## src/hw/rtl/mmld_pkg.sv

```systemverilog
`timescale 1ns / 1ps
// ----------------------------------------------------------------------------
// mmld_pkg
// shared widths, register codes and types of the max-log psk llr demapper
// ----------------------------------------------------------------------------
package mmld_pkg;

   localparam int SAMPLE_W      = 16;
   localparam int DIFF_W        = 17;
   localparam int DIST_W        = 33;
   localparam int LLR_W         = 20;
   localparam int INV_W         = 16;
   localparam int BPS_W         = 2;
   localparam int PAIR_W        = 64;
   localparam int NUM_PAIRS     = 4;
   localparam int CSR_IDX_W     = 3;
   localparam int MAX_POINTS_DEF = 8;
   localparam int MAX_BITS_DEF  = 3;
   localparam int QUEUE_DEPTH   = 8;
   localparam int QCNT_W        = $clog2(QUEUE_DEPTH + 1);

   localparam logic [BPS_W-1:0] BPS_RESET = BPS_W'(2);
   localparam logic [INV_W-1:0] INV_RESET = INV_W'(256);

   typedef enum logic [CSR_IDX_W-1:0] {
      CSR_BITS_PER_SYMBOL = 3'd0,
      CSR_INV_NOISE       = 3'd1,
      CSR_POINT_PAIR_0    = 3'd2,
      CSR_POINT_PAIR_1    = 3'd3,
      CSR_POINT_PAIR_2    = 3'd4,
      CSR_POINT_PAIR_3    = 3'd5
   } csr_index_type;

   typedef logic [NUM_PAIRS-1:0][PAIR_W-1:0] pair_array_type;

   typedef struct packed {
      logic              empty;
      logic              full;
      logic [QCNT_W-1:0] count;
   } queue_status_type;

endpackage

```

## src/hw/rtl/mmld_queue.sv

```systemverilog
`timescale 1ns / 1ps
// ----------------------------------------------------------------------------
// mmld_queue
// small first-in first-out buffer of register entries
// ----------------------------------------------------------------------------
module mmld_queue #(
   parameter int WIDTH = 8
) (
   input  logic                       clock,
   input  logic                       reset,
   input  logic                       push,
   input  logic [WIDTH-1:0]           push_data,
   input  logic                       pop,
   output logic [WIDTH-1:0]           pop_data,
   output mmld_pkg::queue_status_type status
);
   import mmld_pkg::*;

   localparam int PTR_W = $clog2(QUEUE_DEPTH);

   logic [WIDTH-1:0]  mem_ff [QUEUE_DEPTH];
   logic [PTR_W-1:0]  wr_ptr_ff, wr_ptr_in;
   logic [PTR_W-1:0]  rd_ptr_ff, rd_ptr_in;
   logic [QCNT_W-1:0] count_ff, count_in;
   logic              do_push, do_pop;

   assign do_pop  = pop && (count_ff != '0);
   assign do_push = push && (count_ff != QCNT_W'(QUEUE_DEPTH));

   always_comb begin
      wr_ptr_in = do_push ? wr_ptr_ff + PTR_W'(1) : wr_ptr_ff;
      rd_ptr_in = do_pop ? rd_ptr_ff + PTR_W'(1) : rd_ptr_ff;
      count_in  = count_ff;
      if (do_push && !do_pop) begin
         count_in = count_ff + QCNT_W'(1);
      end else if (do_pop && !do_push) begin
         count_in = count_ff - QCNT_W'(1);
      end
   end

   always_ff @(posedge clock) begin
      if (reset) begin
         wr_ptr_ff <= '0;
         rd_ptr_ff <= '0;
         count_ff  <= '0;
      end else begin
         wr_ptr_ff <= wr_ptr_in;
         rd_ptr_ff <= rd_ptr_in;
         count_ff  <= count_in;
      end
   end

   always_ff @(posedge clock) begin
      if (do_push) begin
         mem_ff[wr_ptr_ff] <= push_data;
      end
   end

   assign pop_data     = mem_ff[rd_ptr_ff];
   assign status.empty = (count_ff == '0);
   assign status.full  = (count_ff == QCNT_W'(QUEUE_DEPTH));
   assign status.count = count_ff;

endmodule

```

## config.mk

```make
export PLATFORM = sky130hd
export DESIGN_NAME = mmld_queue
export DESIGN_NICKNAME = d
export VERILOG_FILES = /design/src/hw/rtl/mmld_pkg.sv /design/src/hw/rtl/mmld_queue.sv
export SDC_FILE = /design/constraint.sdc
export NUM_CORES = 1
export LEC_CHECK = 0
export BUFFER_PORTS_ARGS = -buffer_cell sky130_fd_sc_hd__buf_2
export CAP_MARGIN = 0
export CELL_PAD_IN_SITES_DETAIL_PLACEMENT = 1
export CELL_PAD_IN_SITES_GLOBAL_PLACEMENT = 1
export CORE_ASPECT_RATIO = 0.5
export CORE_UTILIZATION = 51
export DETAILED_ROUTE_END_ITERATION = 10
export PLACE_DENSITY = 0.81
export SETUP_SLACK_MARGIN = 0.05
export SLEW_MARGIN = 10
export SYNTH_ARGS = -nofsm -noshare
export SYNTH_HDL_FRONTEND = slang
export SYNTH_SLANG_ARGS = --single-unit
```

## constraint.sdc

```tcl
create_clock -name clock -period 3.3 [get_ports clock]
set_clock_uncertainty 0.1 [all_clocks]
set_input_delay 0.165 -clock clock [delete_from_list [all_inputs] [get_ports clock]]
set_output_delay 0.165 -clock clock [all_outputs]
set_load 0.01 [all_outputs]
```

==> impl_metrics.py <==
metrics = {
    "clock_tree": {
        "root_buffer": "clkbuf_16",
        "cts_buffers": 9,
        "cts.htree.levels": 3,
        "cts_tree": "done",
        "clkSlewWorstSetupHoldPaths_ps": 60,
        "clock_sink_count": 77,
        "clockBufferDepth": 2,
        "clk_latency_ps": 330,
        "cts_setup_buffers": 0,
    },
    "setup_path": {
        "cpLargestDelayFamily": "simple AND/OR/NAND/NOR gates",
        "critPathRequiredTime_ps": 3420,
        "crit_type": "flip-flop to flip-flop",
        "cp_cell_sequence": "or4b_4 > nand2_4 > inv_1 > ha_1 > inv_1 > ha_1 > a21oi_1 > a211oi_1 > a31oi_1 > mux2_2",
        "startpoint_type": "flip-flop",
        "cp_num_buf_inv": 2,
        "worstPathMaxFanout": 7,
        "crit_slowest_cell": "or4b_4",
        "critPathArrivalTime_ps": 3120,
        "slowest_delay_ps": 620,
        "cp-end-kind": "flip-flop",
    },
    "sta": {
        "period_minus_slack_ps": 2996,
        "slew_viol_final": 0,
        "report.final.hold_viol_count": 0,
        "rsz0062_at_grt": "false",
        "maxSlewHeadroom": 0.3780,
        "fin_setup_tns_ps": 0,
        "fmax_mhz": 333.8,
        "tightest_slew_ps": 929.5,
        "worst_slack_ps": 303.9,
        "setup_viol": 0,
        "finalCritPeriodShare": 0.9079,
        "fin_hold_ws_ps": 16.32,
    },
    "finish": {
        "postLayoutCoreUtil": 0.6478,
        "fin_cells": 282,
        "syn_to_final_growth_pct": 17.74,
        "nNetsFinal": 222,
        "drive_gt1_frac": 0.2823,
        "diodes": 0,
        "fill_cells": 501,
        "final_cell_area_mm2": 0.003696,
    },
    "min_path": {
        "hold_path.class": "input pin to flip-flop",
    },
    "drt": {
        "dr.pass1.iters": 4,
        "postRouteWirelength_mm": 6.757,
        "drc": 0,
        "drtAntennaViolNets": 0,
        "vias": 1618,
        "wl_per_cell_um": 23.96,
        "vias_per_cell": 5.738,
        "drt_iter0_markers": 67,
    },
    "floorplanning": {
        "io_pins": 26,
        "die_h_um": 57.48,
        "rows": 19,
        "core_area_mm2": 0.005705,
        "die_area_mm2": 0.006492,
        "die_x_um": 113.0,
        "start_util": 0.5502,
    },
    "global_route": {
        "grt_antenna_before_repair": 0,
        "grt_max_degree": 17,
        "grt_first_pass_wirelength_mm": 10.21,
        "grt-ovfl-total": 0,
        "grt.total_usage": 0.2361,
        "grt_pass1_vias": 1700,
    },
    "logic_synthesis": {
        "ys_seq_area_frac": 0.6951,
        "synth_seq_cells": 77,
        "synth_compound_area_frac": 0.01794,
        "ys_warn_count": 0,
        "avgSynthCellArea_um2": 18.91,
        "synthDistinctLibCells": 29,
        "syn_inst": 166,
        "synthArstFlopShare": 0,
        "syn_nets": 184,
        "synth_xor_area_frac": 0.01674,
        "muxShareOfSynthArea": 0.1714,
        "synth_edf_count": 64,
        "netlist_area_mm2": 0.003139,
        "synthAdderAreaFrac": 0.02631,
        "synth_top_family_by_area": "multiplexers",
        "synth-main-ff-cell": "edfxtp_1",
        "synth-simple-area-share": 0.05141,
    },
    "power": {
        "ir_drop_mv": 0.6309,
        "power_density_mw_per_mm2": 838.4,
        "p_leak_nw": 1.325,
        "power_mw": 3.099,
    },
    "run_status": {
        "status": "complete, no violations",
    },
    "place": {
        "gp_congestion": 0.6980,
        "placed_cell_area_mm2": 0.003356,
        "numPlacedInstances": 263,
        "dp_hpwl_mm": 3.865,
        "dpl_worst_slack_ps": 361.5,
        "port_buffers": 25,
    },
    "flow_run": {
        "max-cap-violations": 0,
    },
}
worst paths after layout:
kind / startpoint / endpoint / slack [ps] / cells after the start
worst max-delay path: count_ff[1] / count_ff[3] / 300 / 10
worst min-delay path: push_data[3] / mem_ff[5][3] / 20 / 1
worst max register to register: count_ff[1] / count_ff[3] / 300 / 10
worst min register to register: rd_ptr_ff[0] / rd_ptr_ff[0] / 460 / 2
cells in the final DEF (no fill, tap or decap), drive strengths merged:
cell         count
nor4             2
ha               5
a211oi           1
mux4            16
mux2i            2
clkinvlp         1
fa               1
nand3            2
nor2            16
nand2            5
nor3             4
xor2             3
edfxtp          64
dlygate4sd3      3
nor2b            1
nand2b           2
buf             31
o41ai            1
mux2             9
a31oi            1
inv              4
clkbuf          11
dfxtp           13
a21oi            3
xnor2            3
or4b             1
bufinv           2
clkinv           2
power breakdown:
| group | switching, mW | leakage (nW) | internal [mW] | total (mW) |
|---|---|---|---|---|
| Combinational | 0.408 | 0.488 | 0.400 | 0.808 |
| Clock | 0.367 | 0.150 | 0.659 | 1.03 |
| Sequential | 0.111 | 0.687 | 1.15 | 1.26 |
per-layer routing:
metal,up-vias,share of wire,GRT usage
met1,811,0.43,0.2815
met3,14,0.059,0.07333
met2,54,0.48,0.3986
li1,739,-,-
met4,0,0.033,0.1203
met5,-,0,0
cell usage after synthesis, types with 2 or more instances:
cell,n,area [µm²]
a21oi_1,3,15.01
clkbuf_1,3,11.26
dfxtp_1,13,260.3
edfxtp_1,64,1922
ha_1,5,62.56
inv_1,4,15.01
mux2_2,9,101.4
mux2i_1,2,20.02
mux4_1,15,394.1
nand2_1,4,15.01
nand2b_1,2,12.51
nand3_1,2,10.01
nor2_1,16,60.06
nor3_1,4,20.02
nor4_1,2,12.51
xnor2_1,3,26.28
xor2_1,3,26.28
flip-flops by register name, indices dropped and copies added (netlist names), named ones only:
signal     flops
rd_ptr_ff      3
mem_ff        64
wr_ptr_ff      3
count_ff       4
cells by family (layout without fill, tap and decap cells):
| logic type | Yosys count | in the layout |
|---|---|---|
| flops | 77 | 77 |
| simple gates | 33 | 33 |
| compound gates | 6 | 6 |
| mux | 27 | 27 |
| buf+inv | 11 | 54 |
| fa+ha+maj | 6 | 6 |
| xor+xnor | 6 | 6 |
cell type report:
type / count / area (µm²) / area share
repair buffers: 34 / 200.2 / 0.05416
clock buffers: 11 / 232.7 / 0.06297
inverters: 4 / 15.01 / 0.004062
well taps: 73 / 91.34 / 0.02471
clock inverters: 5 / 77.57 / 0.02099
flip-flops and latches: 77 / 2182 / 0.5904
multi-input cells: 78 / 897.1 / 0.2427
what timing repair did:
item / in CTS / in global routing
endpoints found under the setup margin: 0 / 0
hold buffers: 3 / 0
endpoints found under the hold margin: 16 / 0
gates resized for setup: 0 / 0
Power figures use the tool's default switching activity.
